--- config.mk ---
export PLATFORM = sky130hd
export DESIGN_NAME = ordered_list_engine
export DESIGN_NICKNAME = d
export VERILOG_FILES = /design/src/rtl/ole_pkg.sv /design/src/rtl/ole_ctrl.sv /design/src/rtl/ole_dp.sv /design/src/rtl/ordered_list_engine.sv
export SDC_FILE = /design/constraint.sdc
export NUM_CORES = 1
export LEC_CHECK = 0
export ABC_AREA = 0
export ABC_CLOCK_PERIOD_IN_PS = 6250
export BUFFER_PORTS_ARGS = -buffer_cell sky130_fd_sc_hd__buf_2
export CAP_MARGIN = 0
export CELL_PAD_IN_SITES_DETAIL_PLACEMENT = 1
export CELL_PAD_IN_SITES_GLOBAL_PLACEMENT = 1
export CORE_MARGIN = 3
export CORE_UTILIZATION = 45
export CTS_CLUSTER_SIZE = 14
export DETAILED_ROUTE_END_ITERATION = 12
export PLACE_DENSITY = 0.88
export SYNTH_ARGS = -nofsm -noshare
export SYNTH_HDL_FRONTEND = slang
export SYNTH_HIERARCHICAL = 1
export SYNTH_SLANG_ARGS = --single-unit
export TNS_END_PERCENT = 1
--- constraint.sdc ---
create_clock -name clk -period 6.25 [get_ports clk]
set_input_delay 0 -clock clk [delete_from_list [all_inputs] [get_ports clk]]
set_output_delay 0 -clock clk [all_outputs]
set_load 0.03 [all_outputs]
--- src/rtl/ole_pkg.sv ---
`timescale 1ns / 1ps
// ----------------------------------------------------------------------------
// ole_pkg: shared types and codes for the ordered list engine
// Action and status codes, controller states, control struct.
// ----------------------------------------------------------------------------
package ole_pkg;

  localparam logic [2:0] ACT_INS_FRONT = 3'd0;
  localparam logic [2:0] ACT_INS_AFTER = 3'd1;
  localparam logic [2:0] ACT_FIND      = 3'd2;
  localparam logic [2:0] ACT_REMOVE    = 3'd3;
  localparam logic [2:0] ACT_CLEAR     = 3'd4;

  localparam logic [1:0] ST_DONE      = 2'd0;
  localparam logic [1:0] ST_FULL      = 2'd1;
  localparam logic [1:0] ST_NOT_FOUND = 2'd2;
  localparam logic [1:0] ST_NO_ENTRY  = 2'd3;

  typedef enum logic [1:0] {
    S_IDLE,
    S_EXEC,
    S_OUT
  } state_t;

  // controller -> datapath
  typedef struct packed {
    logic load;   // capture request word
    logic exec;   // apply request to cell row, build result
  } ctrl_t;

endpackage

--- src/rtl/ole_ctrl.sv ---
`timescale 1ns / 1ps
// ----------------------------------------------------------------------------
// ole_ctrl: request sequencer
// Load, execute, then hold result until taken; next word accepted on take.
// ----------------------------------------------------------------------------
module ole_ctrl (
  input  logic            clk,
  input  logic            rst_n,
  input  logic            in_valid,
  output logic            in_ready,
  output logic            out_valid,
  input  logic            out_ready,
  output ole_pkg::ctrl_t  ctrl
);

  ole_pkg::state_t state_r, state_nxt;

  always_ff @(posedge clk) begin
    if (!rst_n) state_r <= ole_pkg::S_IDLE;
    else        state_r <= state_nxt;
  end

  always_comb begin
    state_nxt = state_r;
    in_ready  = 1'b0;
    out_valid = 1'b0;
    ctrl      = '0;
    unique case (state_r)
      ole_pkg::S_IDLE: begin
        in_ready = 1'b1;
        if (in_valid) begin
          ctrl.load = 1'b1;
          state_nxt = ole_pkg::S_EXEC;
        end
      end
      ole_pkg::S_EXEC: begin
        ctrl.exec = 1'b1;
        state_nxt = ole_pkg::S_OUT;
      end
      ole_pkg::S_OUT: begin
        out_valid = 1'b1;
        in_ready  = out_ready;
        if (out_ready) begin
          if (in_valid) begin
            ctrl.load = 1'b1;
            state_nxt = ole_pkg::S_EXEC;
          end else begin
            state_nxt = ole_pkg::S_IDLE;
          end
        end
      end
      default: state_nxt = ole_pkg::S_IDLE;
    endcase
  end

endmodule

--- src/rtl/ole_dp.sv ---
`timescale 1ns / 1ps
// ----------------------------------------------------------------------------
// ole_dp: shifting cell row and result register
// Cells at and past the insert/remove point shift right on insert, left on remove; all compare on find.
// ----------------------------------------------------------------------------
module ole_dp #(
  parameter int CAPACITY = 16
) (
  input  logic                 clk,
  input  logic                 rst_n,
  input  ole_pkg::ctrl_t       ctrl,
  input  logic [2:0]           in_action,
  input  logic signed [31:0]   in_item_value,
  input  logic signed [31:0]   in_position,
  output logic [1:0]           out_status,
  output logic [7:0]           out_found_position,
  output logic [8:0]           out_list_length
);

  localparam int CW = $clog2(CAPACITY + 1);
  localparam int IW = $clog2(CAPACITY);

  logic [2:0]         act_r;
  logic [31:0]        val_r;
  logic [31:0]        pos_r;
  logic [31:0]        cell_r [CAPACITY];
  logic [31:0]        cell_nxt [CAPACITY];
  logic [CW-1:0]      cnt_r, cnt_nxt;
  logic [1:0]         st_r, st_nxt;
  logic [7:0]         fnd_r, fnd_nxt;
  logic [CAPACITY-1:0] hit;
  logic               full, pos_ok;
  logic [IW-1:0]      pidx;

  always_ff @(posedge clk) begin
    if (ctrl.load) begin
      act_r <= in_action;
      val_r <= in_item_value;
      pos_r <= in_position;
    end
  end

  assign full   = (cnt_r == CW'(CAPACITY));
  assign pos_ok = !pos_r[31] && (pos_r < 32'(cnt_r));
  assign pidx   = pos_r[IW-1:0];

  always_comb begin
    for (int i = 0; i < CAPACITY; i++)
      hit[i] = (cell_r[i] == val_r) && (i < int'(cnt_r));
  end

  always_comb begin
    cell_nxt = cell_r;
    cnt_nxt  = cnt_r;
    st_nxt   = ole_pkg::ST_DONE;
    fnd_nxt  = '0;
    case (act_r)
      ole_pkg::ACT_INS_FRONT: begin
        if (full) st_nxt = ole_pkg::ST_FULL;
        else begin
          for (int i = 1; i < CAPACITY; i++) cell_nxt[i] = cell_r[i-1];
          cell_nxt[0] = val_r;
          cnt_nxt = cnt_r + 1'b1;
        end
      end
      ole_pkg::ACT_INS_AFTER: begin
        if (full) st_nxt = ole_pkg::ST_FULL;
        else if (cnt_r == '0) begin
          cell_nxt[0] = val_r;
          cnt_nxt = cnt_r + 1'b1;
        end else begin
          for (int i = 2; i < CAPACITY; i++) cell_nxt[i] = cell_r[i-1];
          cell_nxt[1] = val_r;
          cnt_nxt = cnt_r + 1'b1;
        end
      end
      ole_pkg::ACT_FIND: begin
        st_nxt = ole_pkg::ST_NOT_FOUND;
        for (int i = CAPACITY - 1; i >= 0; i--) begin
          if (hit[i]) begin
            st_nxt  = ole_pkg::ST_DONE;
            fnd_nxt = 8'(i);
          end
        end
      end
      ole_pkg::ACT_REMOVE: begin
        if (!pos_ok) st_nxt = ole_pkg::ST_NO_ENTRY;
        else begin
          for (int i = 0; i < CAPACITY - 1; i++)
            if (i >= int'(pidx)) cell_nxt[i] = cell_r[i+1];
          cnt_nxt = cnt_r - 1'b1;
        end
      end
      ole_pkg::ACT_CLEAR: cnt_nxt = '0;
      default: ;
    endcase
  end

  always_ff @(posedge clk) begin
    if (ctrl.exec) begin
      cell_r <= cell_nxt;
      st_r   <= st_nxt;
      fnd_r  <= fnd_nxt;
    end
  end

  always_ff @(posedge clk) begin
    if (!rst_n)         cnt_r <= '0;
    else if (ctrl.exec) cnt_r <= cnt_nxt;
  end

  assign out_status         = st_r;
  assign out_found_position = fnd_r;
  assign out_list_length    = 9'(cnt_r);

endmodule

--- src/rtl/ordered_list_engine.sv ---
`timescale 1ns / 1ps
// ----------------------------------------------------------------------------
// ordered_list_engine: ordered list of signed 32-bit values
// Insert front / after first, find, remove at position, clear.
// ----------------------------------------------------------------------------
// channel | ports                                   | dir
// in      | in_valid/in_ready, in_action, in_item_value, in_position | in
// out     | out_valid/out_ready, out_status, out_found_position,
//         | out_list_length                          | out
//
// Each word is captured into the request register, then, in the execute state,
// the cell row shifts/compares and loads the result register. A held result
// blocks the next request until taken; take and next accept may share a cycle.
// Reset (rst_n, sync) clears controller state and the entry count only.
// Cell row holds CAPACITY entries in flops; entries past the count are ignored.
// ----------------------------------------------------------------------------
module ordered_list_engine #(
  parameter int CAPACITY = 16
) (
  input  logic               clk,
  input  logic               rst_n,
  input  logic               in_valid,
  output logic               in_ready,
  input  logic [2:0]         in_action,
  input  logic signed [31:0] in_item_value,
  input  logic signed [31:0] in_position,
  output logic               out_valid,
  input  logic               out_ready,
  output logic [1:0]         out_status,
  output logic [7:0]         out_found_position,
  output logic [8:0]         out_list_length
);

  ole_pkg::ctrl_t ctrl;

  ole_ctrl u_ctrl (
    .clk       (clk),
    .rst_n     (rst_n),
    .in_valid  (in_valid),
    .in_ready  (in_ready),
    .out_valid (out_valid),
    .out_ready (out_ready),
    .ctrl      (ctrl)
  );

  ole_dp #(.CAPACITY(CAPACITY)) u_dp (
    .clk                (clk),
    .rst_n              (rst_n),
    .ctrl               (ctrl),
    .in_action          (in_action),
    .in_item_value      (in_item_value),
    .in_position        (in_position),
    .out_status         (out_status),
    .out_found_position (out_found_position),
    .out_list_length    (out_list_length)
  );

endmodule
==> out/qor.yml <==
fmax_mhz: 230
synth_cells: 3097
finalSetupViolations: 0
drc_errors: 0
synth_cell_type_count: 58
die_w_um: 268
finClkSkew_ns: 0.0575
netlist_area_um2: 30900
slowest_stage: "a21oi_4"
ios: 92
first_pass_iters: 7
finish.utilization_pct: 51.6
setup_tns_ns: 0
period_minus_slack_ns: 4.35
place.gp.congestion: 0.922
holdCritPathClass: "input port to flop"
antenna_found_initial: 27
drt-initial-drc-count: 4738
vias: 27277
ant_nets: 0
post_drt_via_cell_ratio: 6.63
slew_headroom_pct: 7.10
fillCellCount: 7306
worstSetupStartpointType: "flop"
cts.reportedPaths.clkPinSlew_ns: 0.08
power.density_nw_per_um2: 275
regArea_um2: 17700
multi_input_area_um2: 12400
criticalPathCategory: "flop to flop"
ir_drop_mv: 0.294
post_cts_buffers: 0
synthFlopType: "edfxtp_1"
worstPathArrival_ns: 4.65
die_y_um: 268
area_delta_synth_final_pct: 13.0
clockBufferDepth: 3
async_flop_share_pct: 0
dp_hpwl_mm: 81.0
finalHoldViolations: 0
rsz0062_at_grt: "false"
htreeDepth: 2
yosysTopAreaCell: "edfxtp_1"
clk_latency_ns: 0.69
synth_area_leaders: "edfxtp_1 57%, nand2_1 17%, xor2_1 8.3%"
numClockSinks: 592
syn_area_per_cell_um2: 9.98
core-area_um2: 67600
wl_met1_mm: 45.1
cts_root_buf: "clkbuf_16"
cts_tree: "done"
wl_per_cell_um: 34.3
p_leak_nw: 13.7
io_buffers: 83
slowest_delay_ns: 1.05
yosys_warnings: 6
endpoint_kind: "flop"
cp_data_required_time_ns: 6.55
row_count: 95
synthDominantCellAreaShare_pct: 56.8
final_common_cell: "nand2_1"
grt_pass1_wl_mm: 200
finalNetCount: 3257
tightest_slew_ns: 1.39
synth_edf_count: 585
grt_start_max_net_pins: 205
dr_wl_met2_mm: 59.9
drive_above_1_share_pct: 7.92
grt_pass1_vias: 27827
finalMaxSlewViolations: 0
ctsResizeCount: 0
synth_seq_cells: 592
cp_max_fo: 32
status: "finished clean"
wl_met3_mm: 21.6
dieArea_um2: 71900
worstPathCellList: "inv_2 > ha_1 > nor4_1 > nand3_1 > nor2_1 > o21ai_1 > o21ai_0 > nand2b_1 > buf_4 > a21oi_4"
fin_crit_sh_pct: 69.6
grtUsageTotal_pct: 39.0
cts_made_buffers: 60
top_layer_used: "met5"
ys_seq_area_share_pct: 57.3
routed_wirelength_mm: 141
cap_violations: 0
initial_utilization_pct: 45.7
grt.overflow.total: 0
final_cell_mix: "1393 x nand2_1, 585 x edfxtp_1, 293 x xor2_1"
==> path summary, 6_finish.rpt <==
kind              cells past startpoint  slack, ns       startpoint               end
setup / recovery                     10       1.90    u_dp/cnt_r[4]  u_dp/cell_r[462]
hold / removal                        2       0.02  in_position[17]    u_dp/pos_r[17]
setup reg to reg                     10       1.90    u_dp/cnt_r[4]  u_dp/cell_r[462]
hold reg to reg                       0       0.53  u_dp/cell_r[49]   u_dp/cell_r[17]
==> worst max-delay path: cells and delay by family, from the launching register on <==
kind / cells / cell delay [ns]
AO/OA/AOI/OAI: 3 / 1.49
adder cells (fa/ha/maj): 1 / 0.27
buffers and inverters: 2 / 0.50
flip-flops: 1 / 0.72
AND/OR/NAND/NOR: 4 / 0.92
==> what timing repair did <==
action / in CTS / in global routing
hold buffers: 72 / 0
endpoints found under the hold margin: 86 / 0
endpoints found under the setup margin: 0 / 0
==> power by group <==
| part | internal (W) | switching, W | total, W |
|---|---|---|---|
| sequential | 0.00444 | 0.000126 | 0.00457 |
| combinational | 0.000286 | 0.000669 | 0.000955 |
| clock | 0.00223 | 0.00184 | 0.00407 |
| total | 0.00696 | 0.00264 | 0.00960 |
==> registers in the layout, indices dropped and copies added, names as in the netlist <==
register                 flops
u_dp/out_found_position      4
u_dp/pos_r                  32
u_dp/cell_r                512
u_ctrl/state_r               2
u_dp/act_r                   3
u_dp/out_status              2
u_dp/val_r                  32
u_dp/cnt_r                   5
==> cell type report <==
cell class / instances / share of cell area (%)
Timing Repair Buffer: 210 / 4.57
Inverter: 9 / 0.0967
Tap cell: 873 / 3.13
Multi-Input combinational cell: 2306 / 35.5
Clock inverter: 35 / 1.32
Sequential cell: 592 / 50.7
Antenna cell: 11 / 0.0788
Clock buffer: 79 / 4.59
==> per-stage QoR <==
step / area [µm²] / hold WS (ns) / std cells / power, W / setup slack (ns)
global placement: 32100 / 0.177 / 3916 / 0.00538 / 2.72
CTS: 34900 / 0.0291 / 4102 / 0.00930 / 2.49
global route: 34900 / 0.0452 / 4110 / 0.00974 / 1.97
finish: 34900 / 0.0152 / 4115 / 0.00960 / 1.90
detailed placement: 32100 / 0.178 / 3916 / 0.00542 / 2.52
floorplan: 30900 / 0.0989 / 3104 / 0.00512 / 0.340
==> cells in the mapped netlist, drive strengths merged, types with 32 or more instances <==
library cell	instances
mux2i	32
nor2	32
nand2	1393
xor2	293
buf	79
o21ai	43
nor4	87
nand4	69
edfxtp	585
clkbuf	118
xnor2	219
==> cells by family (layout without fill, tap and decap cells) <==
logic type                 after synthesis  count (layout)  share of synthesized area [%]
buffers and inverters                  206             333                           3.12
other                                    1              19                         0.0121
and+or+nand+nor                       1651            1651                           21.9
adders and majority gates                7               7                          0.283
DFF                                    592             592                           57.3
AOI/OAI and AO/OA                       96              96                           1.87
xor gates and xnor gates               512             512                           14.5
muxes                                   32              32                           1.04
==> per-layer routing <==
| layer | track usage [%] | up-vias |
|---|---|---|
| met4 | 31.7 | 26 |
| met1 | 44.4 | 13086 |
| li1 | - | 10488 |
| met3 | 17.1 | 1037 |
| met5 | 2.44 | - |
| met2 | 56.8 | 2640 |
Power figures use the tool's default switching activity.
